[config.mk]
export PLATFORM = sky130hd
export DESIGN_NAME = slcp_parser
export DESIGN_NICKNAME = d
export VERILOG_FILES = /design/src/hw/rtl/slcp_pkg.sv /design/src/hw/rtl/slcp_parser.sv
export SDC_FILE = /design/constraint.sdc
export NUM_CORES = 1
export LEC_CHECK = 0
export BUFFER_PORTS_ARGS = -buffer_cell sky130_fd_sc_hd__buf_2
export CAP_MARGIN = 10
export CORE_ASPECT_RATIO = 0.7
export CORE_MARGIN = 3
export CORE_UTILIZATION = 45
export CTS_CLUSTER_SIZE = 8
export DETAILED_ROUTE_END_ITERATION = 6
export PLACE_DENSITY_LB_ADDON = 0.3
export SLEW_MARGIN = 20
export SYNTH_ARGS = -nofsm -noshare
export SYNTH_HDL_FRONTEND = slang
export SYNTH_SLANG_ARGS = --single-unit
[constraint.sdc]
create_clock -name clk_i -period 13.15 [get_ports clk_i]
set_clock_uncertainty 0.1 [all_clocks]
set_input_delay 1.315 -clock clk_i [delete_from_list [all_inputs] [get_ports clk_i]]
set_output_delay 1.315 -clock clk_i [all_outputs]
set_load 0.01 [all_outputs]
[src/hw/rtl/slcp_pkg.sv]
// Types and constants of the sound-log command parser.
`default_nettype none

package slcp_pkg;

  typedef enum logic [2:0] {
    KIND_CHIP_WRITE = 3'd0,
    KIND_WAIT       = 3'd1,
    KIND_END        = 3'd2,
    KIND_ROM_SETUP  = 3'd3,
    KIND_ROM_BYTE   = 3'd4,
    KIND_UNHANDLED  = 3'd5
  } kind_e;

  typedef enum logic [3:0] {
    PH_IDLE      = 4'd0,
    PH_DATA1     = 4'd1,
    PH_ADDR      = 4'd2,
    PH_DATA2     = 4'd3,
    PH_WAIT_LO   = 4'd4,
    PH_WAIT_HI   = 4'd5,
    PH_BLK_SKIP  = 4'd6,
    PH_BLK_TYPE  = 4'd7,
    PH_BLK_SIZE  = 4'd8,
    PH_ROM_TOTAL = 4'd9,
    PH_ROM_START = 4'd10,
    PH_ROM_DATA  = 4'd11,
    PH_SKIP_DATA = 4'd12
  } phase_e;

  localparam logic [2:0] CHIP_PSG     = 3'd0;
  localparam logic [2:0] CHIP_FM_DUAL = 3'd1;
  localparam logic [2:0] CHIP_FM_ONE  = 3'd2;
  localparam logic [2:0] CHIP_PCM     = 3'd3;
  localparam logic [2:0] CHIP_APU     = 3'd4;

  localparam logic [7:0] OP_PSG_A    = 8'h4F;
  localparam logic [7:0] OP_PSG_B    = 8'h50;
  localparam logic [7:0] OP_FM_BANK0 = 8'h52;
  localparam logic [7:0] OP_FM_BANK1 = 8'h53;
  localparam logic [7:0] OP_FM_ONE   = 8'h54;
  localparam logic [7:0] OP_PCM      = 8'hBA;
  localparam logic [7:0] OP_APU      = 8'hB4;
  localparam logic [7:0] OP_WAIT_N   = 8'h61;
  localparam logic [7:0] OP_WAIT_NTSC = 8'h62;
  localparam logic [7:0] OP_WAIT_PAL = 8'h63;
  localparam logic [7:0] OP_END      = 8'h66;
  localparam logic [7:0] OP_BLOCK    = 8'h67;
  localparam logic [3:0] OP_WAIT_SHORT_HI = 4'h7;
  localparam logic [7:0] ROM_TYPE    = 8'h8E;

  localparam logic [15:0] WAIT_NTSC_COUNT = 16'd735;
  localparam logic [15:0] WAIT_PAL_COUNT  = 16'd882;

  localparam logic [16:0] RATE_RESET = 17'd44100;

  // floor(p / 44100) == floor(floor(p / 4) * RECIP_11025 / 2^45) for p < 2^33
  localparam logic [31:0] RECIP_11025 = 32'd3191326267;
  localparam int unsigned RECIP_SHIFT = 45;

  localparam int unsigned PROD_W = 33;
  localparam int unsigned WAIT_W = 18;

  typedef struct packed {
    kind_e       kind;
    logic [2:0]  chip;
    logic        bank;
    logic [7:0]  reg_address;
    logic [7:0]  reg_data;
    logic [31:0] rom_address;
    logic [31:0] rom_total_size;
  } res_t;

endpackage

`default_nettype wire

[src/hw/rtl/slcp_parser.sv]
// Command stream state machine: decodes one byte per request and forms the result.
`default_nettype none

module slcp_parser (
  input  logic               clk_i,
  input  logic               rst_ni,
  input  logic               fire_i,
  input  logic [7:0]         byte_i,
  input  logic [16:0]        rate_i,
  output logic               emit_o,
  output slcp_pkg::res_t     res_o,
  output logic [32:0]        product_o
);
  import slcp_pkg::*;

  phase_e      phase_q, phase_d;
  logic [7:0]  opcode_q, opcode_d;
  logic [7:0]  held_q, held_d;
  logic [31:0] cnt_q, cnt_d;
  logic [31:0] len_q, len_d;
  logic [31:0] start_q, start_d;
  logic [31:0] size_q, size_d;
  logic        halted_q, halted_d;
  logic        emit;
  res_t        res;
  logic [15:0] count;

  function automatic logic [31:0] put_byte(logic [31:0] word, logic [1:0] lane,
                                           logic [7:0] b);
    logic [31:0] r;
    r = word;
    r[{lane, 3'b000} +: 8] = b;
    return r;
  endfunction

  always_comb begin
    phase_d  = phase_q;
    opcode_d = opcode_q;
    held_d   = held_q;
    cnt_d    = cnt_q;
    len_d    = len_q;
    start_d  = start_q;
    size_d   = size_q;
    halted_d = halted_q;
    emit     = 1'b0;
    count    = '0;
    res      = '{kind: KIND_CHIP_WRITE, chip: CHIP_PSG, default: '0};

    case (phase_q)
      PH_IDLE: begin
        opcode_d = byte_i;
        if (byte_i == OP_PSG_A || byte_i == OP_PSG_B) begin
          phase_d = PH_DATA1;
        end else if (byte_i == OP_FM_BANK0 || byte_i == OP_FM_BANK1 ||
                     byte_i == OP_FM_ONE || byte_i == OP_PCM || byte_i == OP_APU) begin
          phase_d = PH_ADDR;
        end else if (byte_i == OP_WAIT_N) begin
          phase_d = PH_WAIT_LO;
        end else if (byte_i == OP_WAIT_NTSC) begin
          emit     = 1'b1;
          res.kind = KIND_WAIT;
          count    = WAIT_NTSC_COUNT;
        end else if (byte_i == OP_WAIT_PAL) begin
          emit     = 1'b1;
          res.kind = KIND_WAIT;
          count    = WAIT_PAL_COUNT;
        end else if (byte_i[7:4] == OP_WAIT_SHORT_HI) begin
          emit     = 1'b1;
          res.kind = KIND_WAIT;
          count    = {12'd0, byte_i[3:0]} + 16'd1;
        end else if (byte_i == OP_END) begin
          emit     = 1'b1;
          halted_d = 1'b1;
          res.kind = KIND_END;
        end else if (byte_i == OP_BLOCK) begin
          phase_d = PH_BLK_SKIP;
        end else begin
          emit         = 1'b1;
          res.kind     = KIND_UNHANDLED;
          res.reg_data = byte_i;
        end
      end
      PH_DATA1: begin
        phase_d      = PH_IDLE;
        emit         = 1'b1;
        res.reg_data = byte_i;
      end
      PH_ADDR: begin
        held_d  = byte_i;
        phase_d = PH_DATA2;
      end
      PH_DATA2: begin
        phase_d         = PH_IDLE;
        emit            = 1'b1;
        res.reg_address = held_q;
        res.reg_data    = byte_i;
        case (opcode_q)
          OP_FM_BANK0: res.chip = CHIP_FM_DUAL;
          OP_FM_BANK1: begin
            res.chip = CHIP_FM_DUAL;
            res.bank = 1'b1;
          end
          OP_FM_ONE:   res.chip = CHIP_FM_ONE;
          OP_PCM:      res.chip = CHIP_PCM;
          OP_APU:      res.chip = CHIP_APU;
          default:     res.chip = CHIP_PSG;
        endcase
      end
      PH_WAIT_LO: begin
        held_d  = byte_i;
        phase_d = PH_WAIT_HI;
      end
      PH_WAIT_HI: begin
        phase_d  = PH_IDLE;
        emit     = 1'b1;
        res.kind = KIND_WAIT;
        count    = {byte_i, held_q};
      end
      PH_BLK_SKIP: begin
        phase_d = PH_BLK_TYPE;
      end
      PH_BLK_TYPE: begin
        held_d  = byte_i;
        cnt_d   = '0;
        len_d   = '0;
        phase_d = PH_BLK_SIZE;
      end
      PH_BLK_SIZE: begin
        len_d = put_byte(len_q, cnt_q[1:0], byte_i);
        cnt_d = cnt_q + 32'd1;
        if (cnt_q[1:0] == 2'd3) begin
          cnt_d = '0;
          if (held_q == ROM_TYPE) begin
            phase_d = PH_ROM_TOTAL;
          end else if (len_d == '0) begin
            phase_d = PH_IDLE;
          end else begin
            phase_d = PH_SKIP_DATA;
          end
        end
      end
      PH_ROM_TOTAL: begin
        size_d = put_byte(size_q, cnt_q[1:0], byte_i);
        cnt_d  = cnt_q + 32'd1;
        if (cnt_q[1:0] == 2'd3) begin
          cnt_d   = '0;
          phase_d = PH_ROM_START;
        end
      end
      PH_ROM_START: begin
        start_d = put_byte(start_q, cnt_q[1:0], byte_i);
        cnt_d   = cnt_q + 32'd1;
        if (cnt_q[1:0] == 2'd3) begin
          cnt_d              = '0;
          len_d              = (len_q >= 32'd8) ? len_q - 32'd8 : '0;
          phase_d            = (len_d == '0) ? PH_IDLE : PH_ROM_DATA;
          emit               = 1'b1;
          res.kind           = KIND_ROM_SETUP;
          res.rom_address    = start_d;
          res.rom_total_size = size_q;
        end
      end
      PH_ROM_DATA: begin
        cnt_d              = cnt_q + 32'd1;
        if (cnt_d >= len_q) begin
          phase_d = PH_IDLE;
        end
        emit               = 1'b1;
        res.kind           = KIND_ROM_BYTE;
        res.reg_data       = byte_i;
        res.rom_address    = start_q + cnt_q;
        res.rom_total_size = size_q;
      end
      PH_SKIP_DATA: begin
        if (len_q != '0) begin
          len_d = len_q - 32'd1;
        end
        if (len_d == '0) begin
          phase_d = PH_IDLE;
        end
      end
      default: begin
        phase_d = PH_IDLE;
      end
    endcase
  end

  always_ff @(posedge clk_i or negedge rst_ni) begin
    if (!rst_ni) begin
      phase_q  <= PH_IDLE;
      opcode_q <= '0;
      held_q   <= '0;
      cnt_q    <= '0;
      len_q    <= '0;
      start_q  <= '0;
      size_q   <= '0;
      halted_q <= 1'b0;
    end else if (fire_i && !halted_q) begin
      phase_q  <= phase_d;
      opcode_q <= opcode_d;
      held_q   <= held_d;
      cnt_q    <= cnt_d;
      len_q    <= len_d;
      start_q  <= start_d;
      size_q   <= size_d;
      halted_q <= halted_d;
    end
  end

  assign emit_o    = fire_i && !halted_q && emit;
  assign res_o     = res;
  assign product_o = {17'd0, count} * {16'd0, rate_i};

endmodule

`default_nettype wire

After elaboration in Yosys (flattened, before gate mapping)
Cells that the tools add are included.
{"block": "classes", "addsub": 6, "mul": 1, "magnitude_cmp": 2, "n_eq_ne": 42, "n_shift": 2, "mux": 68, "n_bitwise": 6, "reduce_logical": 28}
{"op": "$mux 32", "n": 5}
{"op": "$pmux 32 s4", "n": 1}
{"op": "$pmux 64 s2", "n": 1}
{"op": "$eq 8x7->1 const B", "n": 13}
{"op": "$bwmux 32", "n": 3}
{"op": "$logic_not 32->1", "n": 3}
{"op": "$pmux 32 s3", "n": 1}
{"op": "$mux 4", "n": 16}
{"op": "$mux 64", "n": 1}
{"op": "$mux 8", "n": 8}
{"op": "$mux 10", "n": 5}
{"op": "$eq 8x8->1 const B", "n": 5}
{"op": "$pmux 4 s10", "n": 1}
{"op": "$mul 16x17->33", "n": 1}
{"op": "$add 32x1->32 const B", "n": 1}
{"op": "$add 32x32->32", "n": 1}
{"op": "$ge 32x32->1", "n": 1}
{"op": "$ge 32x4->1 const B", "n": 1}
{"op": "$pmux 16 s2", "n": 1}
{"op": "$reduce_bool 32->1", "n": 1}
{"op": "$shift 8x7->32 const A", "n": 1}
{"op": "$shiftx 8x7->32", "n": 1}
{"op": "$sub 32x1->32 const B", "n": 1}
{"op": "$sub 32x4->32 const B", "n": 1}
{"op": "31 further kinds", "n": 81}
{"block": "totals", "ff_bits": 149, "input_bits": 28, "word_cells": 163}

Logic depth before layout (Yosys ltp)
Gate-level depths: netlist of the first run.
{"block": "depth", "ltp_word": 11, "ltp_mapped": 34, "mapped_depth_nobuf": 32}

Worst setup path before layout of the first run
Ideal clock, no wire load.
{"block": "synth_timing", "kind": "in2out", "from": "in byte_i[0]", "to": "out product_o[31]", "arrival_time_ns": 8.830, "required_time_ns": 11.735, "slack_ns": 2.905, "stages": 32, "n_path_buf": 3, "path_cell_list": "clkbuf_1 -> inv_1 -> ha_1 -> nor3_1 -> a2111oi_0 -> o21ai_1 -> and3_1 -> clkbuf_1 -> and4_1 -> a21o_1 -> clkbuf_1 -> nand2_1 -> fa_1 -> inv_1 -> fa_1 -> inv_1 -> fa_1 -> inv_1 -> fa_1 -> fa_1 -> inv_1 -> fa_1 -> inv_1 -> ha_1 -> nand2_1 -> or3_1 -> o21ai_0 -> a221oi_1 -> o31ai_1 -> nand2_1 -> o21ai_0 -> xor2_1"}
{"block": "synth_between", "elab_chain_len": 9, "elab_cells_between_ends": 24, "classes_between": "1 x add/sub; 1 x mul; 10 x eq/ne; 7 x mux; 5 x reduce/logical"}
{"element": "start: declaration", "line_no": "slcp_parser.sv:8", "rtl": "input logic [7:0] byte_i,"}
{"element": "$add 4x1->5 / $eq 8x7->1 (equally long branches)", "line_no": "slcp_parser.sv:70, slcp_parser.sv:54"}
{"element": "$mux 5 / $logic_or 1x1->1 (equally long branches)", "line_no": "slcp_parser.sv:67, slcp_parser.sv:54"}
{"element": "$mux 10 / $logic_or 1x1->1 (equally long branches)", "line_no": "slcp_parser.sv:63, slcp_parser.sv:54"}
{"element": "$mux 10 / $logic_or 1x1->1 (equally long branches)", "line_no": "slcp_parser.sv:59, slcp_parser.sv:55"}
{"element": "$mux 10 / $logic_or 1x1->1 (equally long branches)", "line_no": "slcp_parser.sv:57, slcp_parser.sv:55"}
{"element": "$mux 10", "line_no": "slcp_parser.sv:54", "rtl": "end else if (byte_i == OP_FM_BANK0 || byte_i == OP_FM_BANK1 ||"}
{"element": "$mux 10", "line_no": "slcp_parser.sv:52", "rtl": "if (byte_i == OP_PSG_A || byte_i == OP_PSG_B) begin"}
{"element": "$pmux 16 s2 (*)", "line_no": "slcp_parser.sv:49", "rtl": "case (phase_q)"}
{"element": "$mul 16x17->33 (*)", "line_no": "slcp_parser.sv:212", "rtl": "assign product_o = {17'd0, count} * {16'd0, rate_i};"}
{"element": "end: declaration", "line_no": "slcp_parser.sv:12", "rtl": "output logic [32:0] product_o"}
Mark *: on every way between the ends. The rest lies on a longest branch, timed or not.

Worst setup path after layout of the first run
{"block": "layout_timing", "from": "in byte_i[1]", "to": "out product_o[29]"}
The elaborated chain is that of the path after synthesis.

==> results of run 1 <==
flip-flops by register name (all words and copies together) (netlist names):
signal	count
cnt_q	32
len_q	32
size_q	32
start_q	32
held_q	8
opcode_q	8
phase_q	4
halted_q	1
worst min path at each step:
stage               startpoint         end  slack (ns)  depth (start not counted)
floorplan            size_q[0]   size_q[0]        0.34                          2
global placement    size_q[17]  size_q[17]        0.35                          2
detailed placement  size_q[22]  size_q[22]        0.36                          2
CTS                 size_q[25]  size_q[25]        0.38                          2
global route        size_q[30]  size_q[30]        0.41                          2
finish              size_q[21]  size_q[21]        0.37                          2
worst min-delay path: cells and delay by family, from the launching register on:
kind,cells,cell delay (ns)
and+or+nand+nor,1,0.04
AOI/OAI and AO/OA,1,0.06
DFF,1,0.34
per-stage QoR:
step | setup slack [ns] | hold slack [ns] | total power [mW]
floorplan | 2.90 | 0.342 | 2.69
global placement | 1.71 | 0.354 | 3.68
detailed placement | 1.38 | 0.361 | 3.68
CTS | 1.32 | 0.377 | 4.19
global route | 0.669 | 0.413 | 4.55
finish | 1.28 | 0.372 | 4.32
placed cells by master (no fill, tap or decap), types with 21 or more instances in the layout:
cell type    n
o22ai_1     41
a21oi_1    123
buf_2      147
inv_1      296
nor2b_1     45
a21o_1      47
xnor2_1     66
nor3_1      45
buf_4       27
and2_1     106
and3_1      74
dfrtp_1    149
nand3_1     58
ha_1       182
nor2_1     135
nor4_1      21
nand2_1    377
o21ai_0    203
fa_1       209
xor2_1      35
final cells by class:
type,instances,area [um2]
Sequential cell,149,3730
Fill cell,4499,23600
Inverter,297,1110
Antenna cell,4,10.0
Multi-Input combinational cell,2081,16100
Clock buffer,19,433
Timing Repair Buffer,175,950
Tap cell,612,766
Clock inverter,11,130
report_power, final:
| part | leakage, nW | switching, mW | internal [mW] | total [mW] |
|---|---|---|---|---|
| logic | 9.00 | 2.07 | 0.984 | 3.06 |
| clock network | 0.267 | 0.216 | 0.278 | 0.494 |
| registers | 2.03 | 0.198 | 0.567 | 0.765 |
| total | 11.3 | 2.49 | 1.83 | 4.32 |
cells by family (layout without fill, tap and decap cells):
| group | after synthesis | in the layout | synth area share (%) |
|---|---|---|---|
| muxes | 22 | 22 | 1.12 |
| buffers and inverters | 437 | 502 | 7.74 |
| adders and majority gates | 391 | 391 | 30.1 |
| AOI/OAI and AO/OA | 600 | 600 | 17.4 |
| xor gates and xnor gates | 101 | 101 | 4.12 |
| and+or+nand+nor | 967 | 967 | 22.2 |
| other | 0 | 4 | 0 |
| DFF | 149 | 149 | 17.4 |
metal layers:
metal | up-vias | part of all wire, %
met5 | - | 0.017
met2 | 1188 | 39
met4 | 2 | 2.4
li1 | 9156 | -
met3 | 143 | 12
met1 | 10100 | 47
==> impl_metrics.py, run 1 <==
metrics = {
    "floorplan": {
        "ios": 149,
        "core_um2": 46800,
        "die_h_um": 189,
        "die_w_um": 267,
        "die_area_um2": 50400,
        "start_util_pct": 45.9,
        "rows": 66,
    },
    "place": {
        "portBuffers": 148,
        "gp_congestion": 0.991,
        "hpwl_um": 60900,
        "placed_area_um2": 22700,
        "dp_cells": 3314,
    },
    "cells_and_area": {
        "postLayoutCellArea_um2": 23300,
        "nNetsFinal": 3140,
        "stdcell_count": 3348,
        "final_util_pct": 49.7,
        "drive_gt1_share_pct": 8.89,
        "area_growth_pct": 8.24,
    },
    "logic_synthesis": {
        "synth-edff-count": 0,
        "ys_ff_latch": 149,
        "synth.distinct_cells": 78,
        "avgSynthCellArea_um2": 8.06,
        "ys.flop_type": "dfrtp_1",
        "netlist_area_um2": 21500,
        "synthCells": 2667,
        "yosys_warnings": 0,
        "synth_top_cell_by_area": "fa_1",
        "async_flop_share_pct": 100,
        "yosysTopAreaCellShare_pct": 19.5,
        "synthTopCellsByCount": "377 x nand2_1, 296 x inv_1, 209 x fa_1, 205 x o21ai_0, 182 x ha_1",
        "syn_nets": 3086,
        "ys_seq_area_share_pct": 17.4,
        "yosysMostFrequentCell": "nand2_1",
        "synth.area.top_cells": "fa_1 19%, dfrtp_1 17%, ha_1 11%",
    },
    "power": {
        "power_density_nw_per_um2": 186,
        "p_leak_nw": 11.3,
        "peakVddDrop_mv": 0.207,
    },
    "global_route": {
        "use_met3_pct": 8.60,
        "grt_pass1_vias": 19700,
        "grt_max_degree": 84,
        "grt_util_met2_pct": 41.7,
        "overflow": 0,
        "grt_use_total_pct": 31.0,
        "antenna_found_initial": 5,
        "gr-max-usage-layer": "met1",
        "grt_pass1_wl_um": 120000,
        "grtUsageMet1_pct": 48.2,
    },
    "clock_network": {
        "cts_resized": 0,
        "cts_sinks": 149,
        "cts_max_level": 4,
        "clock_latency_ns": 0.46,
        "post_cts_buffers": 0,
        "numCtsBuffers": 17,
        "cts_root_buf": "clkbuf_16",
        "cts_tree": "yes",
        "cts.clk_slew.worst_paths_ns": 0.07,
        "clockBufferDepth": 2,
        "hold_buffers": 0,
    },
    "setup_path": {
        "cp.required_ns": 11.73,
        "cp_slowest_cell": "a221oi_1",
        "path_class": "in -> out",
        "r2r_start": "cnt_q[0]",
        "worstSetupEndpointType": "output pin",
        "cp-endpoint": "product_o[29]",
        "crit_start": "byte_i[1]",
        "cp.buffers_inverters": 7,
        "max_stage_delay_ns": 0.90,
        "startpoint_type": "primary input",
        "rrSetupSlack_ns": 7.36,
        "rr_worst_depth": 17,
        "cp_max_fo": 17,
        "arrival_ns": 10.45,
        "cp_num_cells": 31,
        "critPathTopFamily": "adder cells",
        "r2r_end": "phase_q[3]",
    },
    "sta": {
        "timing_worst_slew_pin_value_ns": 1.18,
        "hold_viol_final": 0,
        "max_slew_margin_pct": 20.5,
        "tns_ns": 0,
        "rsz0062_at_grt": "no",
        "period_share_pct": 90.3,
        "max_freq_mhz": 84.3,
        "period_needed_ns": 11.87,
        "finalSetupViolations": 0,
        "maxSlewViolCount": 0,
    },
    "detailed_routing": {
        "wirelength_um": 77900,
        "detail_route.first_pass.iterations": 6,
        "drt_iter0_drc": 2630,
        "wl_per_cell_um": 23.3,
        "vias_per_cell": 6.14,
        "drc": 0,
        "vias": 20500,
        "postRouteAntennaNets": 0,
    },
    "hold_path": {
        "hold_class": "reg -> reg",
    },
    "run_status": {
        "outcome": "finished clean",
    },
    "job": {
        "drv_cap": 0,
    },
}
Note: power is estimated with default switching activity, not from simulation.
==> run 2, diff against run 1 <==
- ABC_AREA: unset -> 1
==> impl_metrics.py, run 2 <==
metrics = {
    "floorplan": {
        "die_h_um": 192,
        "die_w_um": 272,
        "ios": 149,
        "start_util_pct": 46.1,
        "rows": 67,
        "core_um2": 48500,
        "die_area_um2": 52400,
    },
    "logic_synthesis": {
        "avgSynthCellArea_um2": 6.89,
        "ys_seq_area_share_pct": 16.7,
        "synth-edff-count": 0,
        "synthTopCellsByCount": "736 x nand2_1, 552 x inv_1, 418 x nor2_1, 237 x o21ai_0, 209 x fa_1",
        "ys_ff_latch": 149,
        "synth.distinct_cells": 57,
        "yosys_warnings": 0,
        "synth_top_cell_by_area": "fa_1",
        "yosysMostFrequentCell": "nand2_1",
        "netlist_area_um2": 22400,
        "async_flop_share_pct": 100,
        "synthCells": 3246,
        "yosysTopAreaCellShare_pct": 18.7,
        "synth.area.top_cells": "fa_1 19%, dfrtp_1 17%, nand2_1 12%",
        "syn_nets": 3665,
        "ys.flop_type": "dfrtp_1",
    },
    "sta": {
        "tns_ns": 0,
        "timing_worst_slew_pin_value_ns": 1.00,
        "timing.hold.ws_ns": 0.356,
        "hold_viol_final": 0,
        "max_slew_margin_pct": 32.7,
        "worst_slack_ns": 2.84,
        "period_share_pct": 78.4,
        "max_freq_mhz": 97.0,
        "rsz0062_at_grt": "no",
        "period_needed_ns": 10.31,
        "finalSetupViolations": 0,
        "maxSlewViolCount": 0,
    },
    "clock_network": {
        "post_cts_buffers": 0,
        "clock_latency_ns": 0.46,
        "numCtsBuffers": 17,
        "hold_buffers": 0,
        "cts_max_level": 4,
        "cts_sinks": 149,
        "cts_resized": 0,
        "cts.clk_slew.worst_paths_ns": 0.06,
        "cts_tree": "yes",
        "cts_root_buf": "clkbuf_16",
        "clockBufferDepth": 2,
    },
    "setup_path": {
        "worstSetupEndpointType": "output pin",
        "crit_top_cell": "inv_1",
        "cp_slowest_cell": "fa_1",
        "critPathTopFamily": "adder cells",
        "arrival_ns": 8.89,
        "cp.required_ns": 11.73,
        "startpoint_type": "primary input",
        "path_class": "in -> out",
        "cp_max_fo": 14,
        "max_stage_delay_ns": 0.56,
        "cp.buffers_inverters": 12,
    },
    "detailed_routing": {
        "detail_route.first_pass.iterations": 7,
        "drc": 2,
        "wl_per_cell_um": 20.4,
        "wirelength_um": 81700,
        "vias_per_cell": 5.63,
        "drt_iter0_drc": 3094,
        "vias": 22600,
        "postRouteAntennaNets": 0,
    },
    "global_route": {
        "grt_max_degree": 65,
        "overflow": 0,
        "grt_use_total_pct": 31.5,
        "antenna_found_initial": 7,
        "grt_pass1_vias": 20800,
        "grt_pass1_wl_um": 125000,
    },
    "power": {
        "peakVddDrop_mv": 0.0513,
        "power_density_nw_per_um2": 43.9,
        "power_mw": 1.06,
        "p_leak_nw": 12.5,
    },
    "job": {
        "drv_cap": 0,
    },
    "place": {
        "placed_area_um2": 23700,
        "dp_cells": 3974,
        "place_ws_ns": 3.07,
        "hpwl_um": 67000,
        "portBuffers": 148,
        "gp_congestion": 1.01,
    },
    "cells_and_area": {
        "postLayoutCellArea_um2": 24300,
        "nNetsFinal": 3757,
        "final_cell_mix": "736 x nand2_1, 552 x inv_1, 414 x nor2_1",
        "drive_gt1_share_pct": 7.91,
        "fillerInstances": 4918,
        "area_growth_pct": 8.59,
        "final_util_pct": 50.1,
        "final_common_cell": "nand2_1",
        "stdcell_count": 4009,
    },
    "hold_path": {
        "hold_class": "reg -> reg",
    },
    "run_status": {
        "outcome": "finished with violations",
        "failed_checks": "DRC",
    },
}
==> run 2: cell count changes after synthesis, sizes merged, moves of 73 or more <==
cell / delta
and3: -73
inv: +274
nand3: +90
nand2: +367
and2: -107
nor2: +302
==> run 2: path summary, 6_finish.rpt <==
kind,startpoint,end,slack [ns],depth (start not counted)
min reg2reg,halted_q,halted_q,0.36,2
max in group asynchronous,rst_ni,opcode_q[5],10.48,3
min in group asynchronous,rst_ni,start_q[21],0.74,1
max reg2reg,cnt_q[0],phase_q[3],8.60,21
min,halted_q,halted_q,0.36,2
max,byte_i[0],product_o[30],2.84,34
==> run 2: layout make-up <==
| class | instances | area (um2) | share of cell area [%] |
|---|---|---|---|
| Multi-Input combinational cell | 2422 | 16100 | 66.2 |
| Tap cell | 655 | 820 | 3.38 |
| Inverter | 577 | 2170 | 8.92 |
| Clock buffer | 19 | 443 | 1.82 |
| Timing Repair Buffer | 171 | 920 | 3.79 |
| Sequential cell | 149 | 3730 | 15.4 |
| Clock inverter | 12 | 123 | 0.505 |
| Antenna cell | 4 | 10.0 | 0.0412 |
==> run 2: cell families (layout without fill, tap and decap cells) <==
| kind of cell | count (synthesis) | in the layout | synth area share (%) |
|---|---|---|---|
| buffers and inverters | 675 | 779 | 11.6 |
| adders and majority gates | 391 | 391 | 28.9 |
| DFF | 149 | 149 | 16.7 |
| muxes | 1 | 1 | 0.0448 |
| and+or+nand+nor | 1458 | 1458 | 27.3 |
| other | 0 | 4 | 0 |
| AOI/OAI and AO/OA | 493 | 493 | 12.4 |
| xor gates and xnor gates | 79 | 79 | 3.10 |
==> run 2: layer usage <==
layer  wire, um  track usage [%]
met1      38300             49.4
met2      28100             37.8
met3      13900             14.4
met4       1340             6.41
met5         48                0
==> run 2: worst register-to-register path: cells and delay by family, from the launching register on <==
kind	cells	cell delay, ns
xor gates and xnor gates	1	0.28
and+or+nand+nor	14	2.58
adders and majority gates	1	0.32
buffers and inverters	5	0.83
DFF	1	0.32
==> run 2: power breakdown <==
part           switching (mW)  internal [mW]  leakage (nW)
clock                   0.229          0.268         0.267
combinational          0.0833         0.0262          10.6
sequential                  0          0.458          1.60
total                   0.312          0.752          12.5
